==> config.mk <==
export PLATFORM = sky130hd
export DESIGN_NAME = keyed_counter_table
export DESIGN_NICKNAME = d
export VERILOG_FILES = /design/src/hdl/kct_pkg.sv /design/src/hdl/kct_mem.sv /design/src/hdl/kct_ctrl.sv /design/src/hdl/kct_outreg.sv /design/src/hdl/keyed_counter_table.sv
export SDC_FILE = /design/constraint.sdc
export NUM_CORES = 2
export LEC_CHECK = 0
export ABC_CLOCK_PERIOD_IN_PS = 10300
export BUFFER_PORTS_ARGS = -buffer_cell sky130_fd_sc_hd__buf_2
export CELL_PAD_IN_SITES_DETAIL_PLACEMENT = 0
export CELL_PAD_IN_SITES_GLOBAL_PLACEMENT = 1
export CORE_ASPECT_RATIO = 0.75
export CORE_MARGIN = 2
export CORE_UTILIZATION = 55
export CTS_CLUSTER_DIAMETER = 100
export DETAILED_ROUTE_END_ITERATION = 6
export GPL_TIMING_DRIVEN = 0
export PLACE_DENSITY_LB_ADDON = 0.1
export SYNTH_ARGS = -nofsm -noshare
export SYNTH_HDL_FRONTEND = slang
export SYNTH_SLANG_ARGS = --single-unit
==> constraint.sdc <==
create_clock -name clk_i -period 10.3 [get_ports clk_i]
set_clock_uncertainty 0.15 [all_clocks]
set_input_delay 1.03 -clock clk_i [delete_from_list [all_inputs] [get_ports clk_i]]
set_output_delay 1.03 -clock clk_i [all_outputs]
set_load 0.02 [all_outputs]
==> src/hdl/kct_pkg.sv <==
// kct_pkg: shared constants, codes and types of the keyed counter table
// used by every module of the block and by its checker
// no dependencies
package kct_pkg;

  // table geometry
  localparam int ENTRIES    = 32;
  localparam int TAG_BITS   = 16;
  localparam int COUNT_BITS = 31;
  localparam int IDX_W      = $clog2(ENTRIES);
  localparam int CNT_W      = $clog2(ENTRIES + 1);

  // field widths on the streams
  localparam int KIND_W  = 2;
  localparam int TAG_W   = 16;
  localparam int AMT_W   = 31;
  localparam int EV_W    = 3;
  localparam int IN_PAY_W     = TAG_W + AMT_W;
  localparam int IN_TDATA_W   = ((IN_PAY_W + 7) / 8) * 8;
  localparam int RES_W        = EV_W + 1 + 2 * AMT_W;
  localparam int OUT_TDATA_W  = ((RES_W + 7) / 8) * 8;

  localparam logic [COUNT_BITS-1:0] COUNT_MAX = '1;

  // request kinds
  localparam logic [KIND_W-1:0] KIND_ADD      = 2'd0;
  localparam logic [KIND_W-1:0] KIND_REMOVE   = 2'd1;
  localparam logic [KIND_W-1:0] KIND_OVERRIDE = 2'd2;
  localparam logic [KIND_W-1:0] KIND_QUERY    = 2'd3;

  // event codes
  localparam logic [EV_W-1:0] EV_NONE    = 3'd0;
  localparam logic [EV_W-1:0] EV_ADDED   = 3'd1;
  localparam logic [EV_W-1:0] EV_CHANGED = 3'd2;
  localparam logic [EV_W-1:0] EV_REMOVED = 3'd3;
  localparam logic [EV_W-1:0] EV_INVALID = 3'd4;
  localparam logic [EV_W-1:0] EV_FULL    = 3'd5;

  // one table entry as stored in the ram
  typedef struct packed {
    logic [TAG_BITS-1:0]   tag;
    logic [COUNT_BITS-1:0] count;
  } entry_t;

  // ram access from the sequencer
  typedef struct packed {
    logic             we;
    logic [IDX_W-1:0] waddr;
    entry_t           wdata;
    logic             re;
    logic [IDX_W-1:0] raddr;
  } mem_req_t;

  // result, last field in the lowest bits
  typedef struct packed {
    logic [AMT_W-1:0] new_count;
    logic [AMT_W-1:0] old_count;
    logic             found;
    logic [EV_W-1:0]  event_res;
  } result_t;

endpackage

==> src/hdl/kct_mem.sv <==
// kct_mem: tag/count storage, one write and one registered read per cycle
// depends on kct_pkg
module kct_mem
  import kct_pkg::*;
(
  input  logic     clk_i,
  input  mem_req_t req_i,
  output entry_t   rdata_o
);

  entry_t mem_q [ENTRIES];
  entry_t rdata_q;

  // write port
  always_ff @(posedge clk_i) begin
    if (req_i.we) begin
      mem_q[req_i.waddr] <= req_i.wdata;
    end
  end

  // read port, registered
  always_ff @(posedge clk_i) begin
    if (req_i.re) begin
      rdata_q <= mem_q[req_i.raddr];
    end
  end

  assign rdata_o = rdata_q;

endmodule

==> src/hdl/kct_ctrl.sv <==
// kct_ctrl: request sequencer, valid bits, table scan and read-modify-write
// depends on kct_pkg, drives kct_mem
module kct_ctrl
  import kct_pkg::*;
(
  input  logic              clk_i,
  input  logic              rst_ni,
  input  logic              req_valid_i,
  output logic              req_ready_o,
  input  logic [KIND_W-1:0] req_kind_i,
  input  logic [TAG_W-1:0]  req_tag_i,
  input  logic [AMT_W-1:0]  req_amount_i,
  output mem_req_t          mem_req_o,
  input  entry_t            mem_rdata_i,
  output logic              res_valid_o,
  input  logic              res_ready_i,
  output result_t           res_o
);

  localparam logic [1:0] ST_IDLE   = 2'd0;
  localparam logic [1:0] ST_SCAN   = 2'd1;
  localparam logic [1:0] ST_DECIDE = 2'd2;

  logic [1:0]            state_q, state_d;
  logic [KIND_W-1:0]     kind_q;
  logic [TAG_BITS-1:0]   tag_q;
  logic [COUNT_BITS-1:0] amt_q;
  logic                  inv_q;
  logic [CNT_W-1:0]      cnt_q;
  logic                  rd_vld_q;
  logic [IDX_W-1:0]      rd_idx_q;
  logic                  hit_q, free_q;
  logic [IDX_W-1:0]      hit_idx_q, free_idx_q;
  logic [COUNT_BITS-1:0] hit_cnt_q;
  logic [ENTRIES-1:0]    valid_q;

  logic                  accept;
  logic [TAG_BITS-1:0]   in_tag;
  logic [COUNT_BITS-1:0] in_amt;
  logic                  in_inv;
  logic                  issue;
  logic                  scan_done;

  // decision outputs
  result_t               res;
  logic                  wr_en, set_v, clr_v;
  logic [IDX_W-1:0]      wr_idx;
  logic [COUNT_BITS-1:0] wr_cnt;
  logic [COUNT_BITS:0]   sum;
  logic [COUNT_BITS-1:0] sat;
  logic                  commit;

  // request intake: mask tag, clip amount
  assign req_ready_o = (state_q == ST_IDLE);
  assign accept      = req_valid_i && req_ready_o;
  assign in_tag      = req_tag_i[TAG_BITS-1:0];
  assign in_amt      = (req_amount_i > AMT_W'(COUNT_MAX)) ? COUNT_MAX
                                                          : req_amount_i[COUNT_BITS-1:0];
  assign in_inv      = (in_tag == '0) ||
                       (((req_kind_i == KIND_ADD) || (req_kind_i == KIND_REMOVE)) &&
                        (in_amt == '0));

  // scan issues one read per cycle
  assign issue     = (state_q == ST_SCAN) && (cnt_q < CNT_W'(ENTRIES));
  assign scan_done = (state_q == ST_SCAN) && !issue && !rd_vld_q;
  assign commit    = (state_q == ST_DECIDE) && res_ready_i;

  // next state
  always_comb begin
    state_d = state_q;
    case (state_q)
      ST_IDLE: begin
        if (accept) state_d = in_inv ? ST_DECIDE : ST_SCAN;
      end
      ST_SCAN: begin
        if (scan_done) state_d = ST_DECIDE;
      end
      ST_DECIDE: begin
        if (res_ready_i) state_d = ST_IDLE;
      end
      default: state_d = ST_IDLE;
    endcase
  end

  // outcome of the request from the scan results
  always_comb begin
    res    = '0;
    wr_en  = 1'b0;
    set_v  = 1'b0;
    clr_v  = 1'b0;
    wr_idx = hit_idx_q;
    wr_cnt = amt_q;
    sum    = {1'b0, hit_cnt_q} + {1'b0, amt_q};
    sat    = sum[COUNT_BITS] ? COUNT_MAX : sum[COUNT_BITS-1:0];
    if (inv_q) begin
      res.event_res = EV_INVALID;
    end else if (!hit_q) begin
      if (((kind_q == KIND_ADD) || (kind_q == KIND_OVERRIDE)) && (amt_q != '0)) begin
        if (!free_q) begin
          res.event_res = EV_FULL;
        end else begin
          res.event_res = EV_ADDED;
          res.new_count = AMT_W'(amt_q);
          wr_en         = 1'b1;
          set_v         = 1'b1;
          wr_idx        = free_idx_q;
        end
      end else begin
        res.event_res = EV_NONE;
      end
    end else begin
      res.found     = 1'b1;
      res.old_count = AMT_W'(hit_cnt_q);
      res.new_count = AMT_W'(hit_cnt_q);
      res.event_res = EV_NONE;
      case (kind_q)
        KIND_ADD: begin
          if (sat != hit_cnt_q) begin
            res.event_res = EV_CHANGED;
            res.new_count = AMT_W'(sat);
            wr_en         = 1'b1;
            wr_cnt        = sat;
          end
        end
        KIND_REMOVE: begin
          if (amt_q >= hit_cnt_q) begin
            res.event_res = EV_REMOVED;
            res.new_count = '0;
            clr_v         = 1'b1;
          end else begin
            res.event_res = EV_CHANGED;
            res.new_count = AMT_W'(hit_cnt_q - amt_q);
            wr_en         = 1'b1;
            wr_cnt        = hit_cnt_q - amt_q;
          end
        end
        KIND_OVERRIDE: begin
          if (amt_q == hit_cnt_q) begin
            res.event_res = EV_NONE;
          end else if (amt_q == '0) begin
            res.event_res = EV_REMOVED;
            res.new_count = '0;
            clr_v         = 1'b1;
          end else begin
            res.event_res = EV_CHANGED;
            res.new_count = AMT_W'(amt_q);
            wr_en         = 1'b1;
          end
        end
        default: begin
          res.event_res = EV_NONE;
        end
      endcase
    end
  end

  // ram access
  always_comb begin
    mem_req_o             = '0;
    mem_req_o.re          = issue;
    mem_req_o.raddr       = cnt_q[IDX_W-1:0];
    mem_req_o.we          = wr_en && commit;
    mem_req_o.waddr       = wr_idx;
    mem_req_o.wdata.tag   = tag_q;
    mem_req_o.wdata.count = wr_cnt;
  end

  assign res_valid_o = (state_q == ST_DECIDE);
  assign res_o       = res;

  // control state and scan bookkeeping
  always_ff @(posedge clk_i or negedge rst_ni) begin
    if (!rst_ni) begin
      state_q  <= ST_IDLE;
      cnt_q    <= '0;
      rd_vld_q <= 1'b0;
      hit_q    <= 1'b0;
      free_q   <= 1'b0;
      valid_q  <= '0;
    end else begin
      state_q  <= state_d;
      rd_vld_q <= issue;
      if (accept) begin
        cnt_q  <= '0;
        hit_q  <= 1'b0;
        free_q <= 1'b0;
      end else if (issue) begin
        cnt_q <= cnt_q + CNT_W'(1);
      end
      // compare the entry read last cycle
      if (rd_vld_q) begin
        if (valid_q[rd_idx_q]) begin
          if (!hit_q && (mem_rdata_i.tag == tag_q)) hit_q <= 1'b1;
        end else if (!free_q) begin
          free_q <= 1'b1;
        end
      end
      if (commit && set_v) valid_q[wr_idx] <= 1'b1;
      if (commit && clr_v) valid_q[wr_idx] <= 1'b0;
    end
  end

  // request and scan payload
  always_ff @(posedge clk_i) begin
    if (accept) begin
      kind_q <= req_kind_i;
      tag_q  <= in_tag;
      amt_q  <= in_amt;
      inv_q  <= in_inv;
    end
    rd_idx_q <= cnt_q[IDX_W-1:0];
    if (rd_vld_q) begin
      if (valid_q[rd_idx_q]) begin
        if (!hit_q && (mem_rdata_i.tag == tag_q)) begin
          hit_idx_q <= rd_idx_q;
          hit_cnt_q <= mem_rdata_i.count;
        end
      end else if (!free_q) begin
        free_idx_q <= rd_idx_q;
      end
    end
  end

endmodule

==> src/hdl/kct_outreg.sv <==
// kct_outreg: output register of the result stream
// depends on kct_pkg
module kct_outreg
  import kct_pkg::*;
(
  input  logic                   clk_i,
  input  logic                   rst_ni,
  input  logic                   load_valid_i,
  output logic                   load_ready_o,
  input  result_t                load_data_i,
  output logic                   m_axis_tvalid,
  input  logic                   m_axis_tready,
  output logic [OUT_TDATA_W-1:0] m_axis_tdata
);

  logic    valid_q;
  result_t data_q;

  // free when empty or being drained this cycle
  assign load_ready_o = !valid_q || m_axis_tready;

  always_ff @(posedge clk_i or negedge rst_ni) begin
    if (!rst_ni) begin
      valid_q <= 1'b0;
    end else if (load_ready_o) begin
      valid_q <= load_valid_i;
    end
  end

  always_ff @(posedge clk_i) begin
    if (load_ready_o && load_valid_i) begin
      data_q <= load_data_i;
    end
  end

  assign m_axis_tvalid = valid_q;
  assign m_axis_tdata  = OUT_TDATA_W'(data_q);

endmodule

==> src/hdl/keyed_counter_table.sv <==
// keyed_counter_table: top level of the keyed counter table
// depends on kct_pkg, kct_mem, kct_ctrl, kct_outreg
//
//   channel   direction  tdata (low bit up)                                      tuser
//   s_axis    in         tag[15:0], amount[46:16], zero pad                      kind[1:0]
//   m_axis    out        event_res[2:0], found[3], old[34:4], new[65:35], pad    -
//
// a request is accepted, then the tag/count ram is read one entry per cycle,
// then come a trailing compare, a step to close the scan and a step to decide
// and write back; a rejected request (tag 0, or zero amount on add or remove)
// goes from accept straight to decide.
// reset clears the valid bits at once, so the table is empty right after reset.
// the output register lets the next request in while a result waits; a second
// result holds the sequencer in its decide step until the register frees up.
module keyed_counter_table
  import kct_pkg::*;
(
  input  logic                   clk_i,
  input  logic                   rst_ni,
  input  logic                   s_axis_tvalid,
  output logic                   s_axis_tready,
  input  logic [IN_TDATA_W-1:0]  s_axis_tdata,  // tag, amount, zero pad
  input  logic [KIND_W-1:0]      s_axis_tuser,  // kind
  output logic                   m_axis_tvalid,
  input  logic                   m_axis_tready,
  output logic [OUT_TDATA_W-1:0] m_axis_tdata   // event_res, found, old_count, new_count, pad
);

  mem_req_t mem_req;
  entry_t   mem_rdata;
  logic     res_valid, res_ready;
  result_t  res;

  kct_mem u_mem (
    .clk_i   (clk_i),
    .req_i   (mem_req),
    .rdata_o (mem_rdata)
  );

  kct_ctrl u_ctrl (
    .clk_i        (clk_i),
    .rst_ni       (rst_ni),
    .req_valid_i  (s_axis_tvalid),
    .req_ready_o  (s_axis_tready),
    .req_kind_i   (s_axis_tuser),
    .req_tag_i    (s_axis_tdata[TAG_W-1:0]),
    .req_amount_i (s_axis_tdata[IN_PAY_W-1:TAG_W]),
    .mem_req_o    (mem_req),
    .mem_rdata_i  (mem_rdata),
    .res_valid_o  (res_valid),
    .res_ready_i  (res_ready),
    .res_o        (res)
  );

  kct_outreg u_outreg (
    .clk_i         (clk_i),
    .rst_ni        (rst_ni),
    .load_valid_i  (res_valid),
    .load_ready_o  (res_ready),
    .load_data_i   (res),
    .m_axis_tvalid (m_axis_tvalid),
    .m_axis_tready (m_axis_tready),
    .m_axis_tdata  (m_axis_tdata)
  );

endmodule

==> impl_metrics.env <==
export IMPL_status="finished with violations"
export IMPL_violations="max-capacitance violations, max-slew violations"
export IMPL_htree_num_levels=4
export IMPL_cp_slowest_cell="nor4_1"
export IMPL_synth_seq_cells=1757
export IMPL_die_area_um2=137000
export IMPL_wl_met1_um=89200
export IMPL_ctsHoldBuffers=0
export IMPL_yosysWarnings=0
export IMPL_worstPathArrival_ps=8650
export IMPL_area_growth_pct=15.0
export IMPL_startpoint_type="register"
export IMPL_drtIter0Drc=6113
export IMPL_initial_core_util=0.553
export IMPL_clock_tree_root_cell="clkbuf_16"
export IMPL_power_leakage_uw=0.0279
export IMPL_maxCapViolations=1
export IMPL_viasPerCell=6.66
export IMPL_synth_area_top_cells="edfxtp_1 (69%), mux4_2 (15%), dfrtp_1 (1.5%)"
export IMPL_wl_met3_um=23700
export IMPL_ir_worst_vdd_uv=204
export IMPL_period_share=0.800
export IMPL_num_nets_final=4687
export IMPL_grt_pass1_wl_um=316000
export IMPL_critPathMostFrequentCell="buf_4"
export IMPL_worst_slew_pin_slew_ps=1520
export IMPL_post_synth_num_cell_types=93
export IMPL_dpl_hpwl_um=165000
export IMPL_finalHoldViolations=0
export IMPL_gp_congestion=0.983
export IMPL_postSynthAreaPerCell_um2=18.7
export IMPL_relSlewSlack=-0.0134
export IMPL_grt_max_degree=45
export IMPL_ys_flop_type="edfxtp_1"
export IMPL_die_x_um=427
export IMPL_drc=0
export IMPL_clock_sinks=1757
export IMPL_track_usage=0.332
export IMPL_cp_max_fo=10
export IMPL_fin_area_um2=84900
export IMPL_cts_resized=0
export IMPL_rsz0062_at_grt="false"
export IMPL_p_int_uw=13800
export IMPL_p_total_uw=19500
export IMPL_yosysSeqAreaShare=0.711
export IMPL_die_h_um=321
export IMPL_dr_wl_met2_um=102000
export IMPL_antenna_found_initial=10
export IMPL_cts_buffers=162
export IMPL_worst_path_buf_inv=10
export IMPL_clockBufferDepth=3
export IMPL_max_freq_mhz=121
export IMPL_clock_power_share=0.301
export IMPL_drt_total_wl_um=225000
export IMPL_drv_slew=9
export IMPL_pwr_share_comb=0.268
export IMPL_hold_path_class="register to register"
export IMPL_synth_edf_count=1708
export IMPL_yosys_area_top_type="edfxtp_1"
export IMPL_holdWs_ps=244
export IMPL_core_um2=133000
export IMPL_crit_required_ps=10710
export IMPL_vias=43000
export IMPL_setup_viol=0
export IMPL_cts_setup_buffers=0
export IMPL_swShare=0.292
export IMPL_grt_pass1_vias=41800
export IMPL_clock_latency_ps=820
export IMPL_highest_layer="met5"
export IMPL_placement_io_buffers=120
export IMPL_detail_route_wl_per_cell_um=34.8
export IMPL_path_class="register to register"
export IMPL_fin_util=0.637
export IMPL_slowest_delay_ps=1030
export IMPL_dr_pass1_iters=7
export IMPL_synth_area_um2=73800
export IMPL_layout_drive_gt1_share=0.279
export IMPL_power_frac_seq=0.430
export IMPL_synthArstFlopShare=0.0250
export IMPL_syn_instance_count=3954
export IMPL_synth_top_area_frac=0.695
export IMPL_design_portCount=128
export IMPL_path_cells="inv_1, ha_1, buf_2, nor4_1, o21bai_1, or2_1, clkbuf_1, nand2_1, o2bb2ai_1, o31ai_1, or4_1, or4_1, a21oi_2, buf_2, nor4_2, buf_4, buf_6, buf_4, buf_4, buf_4, buf_4"
export IMPL_rows=116
export IMPL_clk_pin_slew_ps=60
export IMPL_end_kind="register"
export IMPL_yosys_top_cells_count="edfxtp_1 (1708), mux4_2 (480), clkbuf_1 (187)"
export IMPL_power_switching_uw=5680
export IMPL_powerDensity_nw_per_um2=229
export IMPL_placed_area_um2=79700
export IMPL_postRouteAntennaNets=0
export IMPL_fin_crit_ps=8240
export IMPL_crit_family="simple AND/OR/NAND/NOR gates"
export IMPL_synth_most_common_cell="edfxtp_1"
export IMPL_cts_tree="yes"
export IMPL_gr_total_overflow=0
## cells in the final DEF (no fill, tap or decap), types with 16 or more instances in the layout
cell type  netlist  routed
nand2_1        125     125
buf_2           16     136
mux2_2          51      51
a21o_1          24      24
inv_1           84      83
nor2_1         163     162
nor2b_1         19      19
mux4_2         480     480
nand2b_1        22      22
clkinv_2         0      19
xor2_1          23      23
a211oi_1        17      17
a31oi_1         24      24
dfrtp_1         44      44
nand3_1         24      24
clkbuf_16        0     168
xnor2_1         42      42
nor4_1          67      33
nor4_2           1      35
edfxtp_1      1708    1708
buf_4            8     284
a22oi_1         38      38
a21oi_1        158     158
o21ai_0        118     112
clkbuf_1       187     221
nand4_1         20      20
a221o_1         21      18
o31ai_1         23      18
nor3_1          32      32
clkinv_1         1      41
buf_6            2      26
and3_1          16      16
buf_1           47      46
and2_1          27      27
ha_1            67      67
## cell families after synthesis
kind of cell	synth area share
adder cells (fa/ha/maj)	0.0119
XOR/XNOR	0.00863
AND/OR/NAND/NOR	0.0401
buffers and inverters	0.0184
flip-flops	0.711
multiplexers	0.156
AO/OA/AOI/OAI	0.0534
other	0.0000508
## metal layers
| metal | track usage | vias to the layer above |
|---|---|---|
| li1 | - | 17500 |
| met2 | 0.495 | 2585 |
| met5 | 0.00567 | - |
| met4 | 0.129 | 4 |
| met1 | 0.481 | 22500 |
| met3 | 0.0786 | 419 |
## sequential cells by signal (all words and copies together) (netlist names), 6 cells and up
| signal | cells |
|---|---|
| u_ctrl.hit_cnt_q | 31 |
| u_outreg.m_axis_tdata | 66 |
| u_ctrl.amt_q | 31 |
| u_ctrl.valid_q | 32 |
| u_ctrl.tag_q | 16 |
| u_ctrl.cnt_q | 6 |
| u_mem.mem_q | 1504 |
| u_mem.rdata_o | 47 |
## through the flow
step / setup WS, ps / setup TNS (ps) / std cells
after floorplan: 1680 / 0 / 3959
after global placement: -7040 / -9582590 / 5849
after detailed placement: 2290 / 0 / 6170
after CTS: 2270 / 0 / 6461
after global routing: 1990 / 0 / 6461
final: 2060 / 0 / 6462
## worst register-to-register path, delay by kind of cell (launching register included)
kind	cells	cell delay (ps)
DFF	1	790
adders and majority gates	1	370
buffers and inverters	10	2210
AOI/OAI and AO/OA	4	1260
and+or+nand+nor	6	3240
## power by group through the flow
stage | combinational [uW] | clock, uW | sequential, uW
final | 5220 | 5860 | 8370
after global routing | 5470 | 6220 | 8390
after CTS | 5240 | 5940 | 8370
after detailed placement | 5200 | 0 | 8520
after global placement | 5020 | 0 | 8550
after floorplan | 3400 | 0 | 8450
## worst paths after layout
path	from	endpoint	slack, ps	cells after the start
setup / recovery	u_ctrl.amt_q[13]	u_mem.mem_q[11][28]	2060	21
hold / removal	u_ctrl.cnt_q[2]	u_ctrl.rd_idx_q[2]	240	0
setup reg to reg	u_ctrl.amt_q[13]	u_mem.mem_q[11][28]	2060	21
hold reg to reg	u_ctrl.cnt_q[2]	u_ctrl.rd_idx_q[2]	240	0
max in group asynchronous	rst_ni	u_ctrl.state_q[1]	9080	1
min in group asynchronous	rst_ni	u_ctrl.valid_q[11]	280	1
## cell type report
| type | count | area [um^2] |
|---|---|---|
| Inverter | 85 | 322 |
| Antenna cell | 1 | 2.50 |
| Buffer | 260 | 1050 |
| Multi-Input combinational cell | 1857 | 20400 |
| Fill cell | 9212 | 48500 |
| Timing Repair Buffer | 441 | 3320 |
| Sequential cell | 1757 | 52500 |
| Tap cell | 1770 | 2210 |
| Clock inverter | 86 | 810 |
| Clock buffer | 205 | 4340 |
Power figures use the tool's default switching activity.
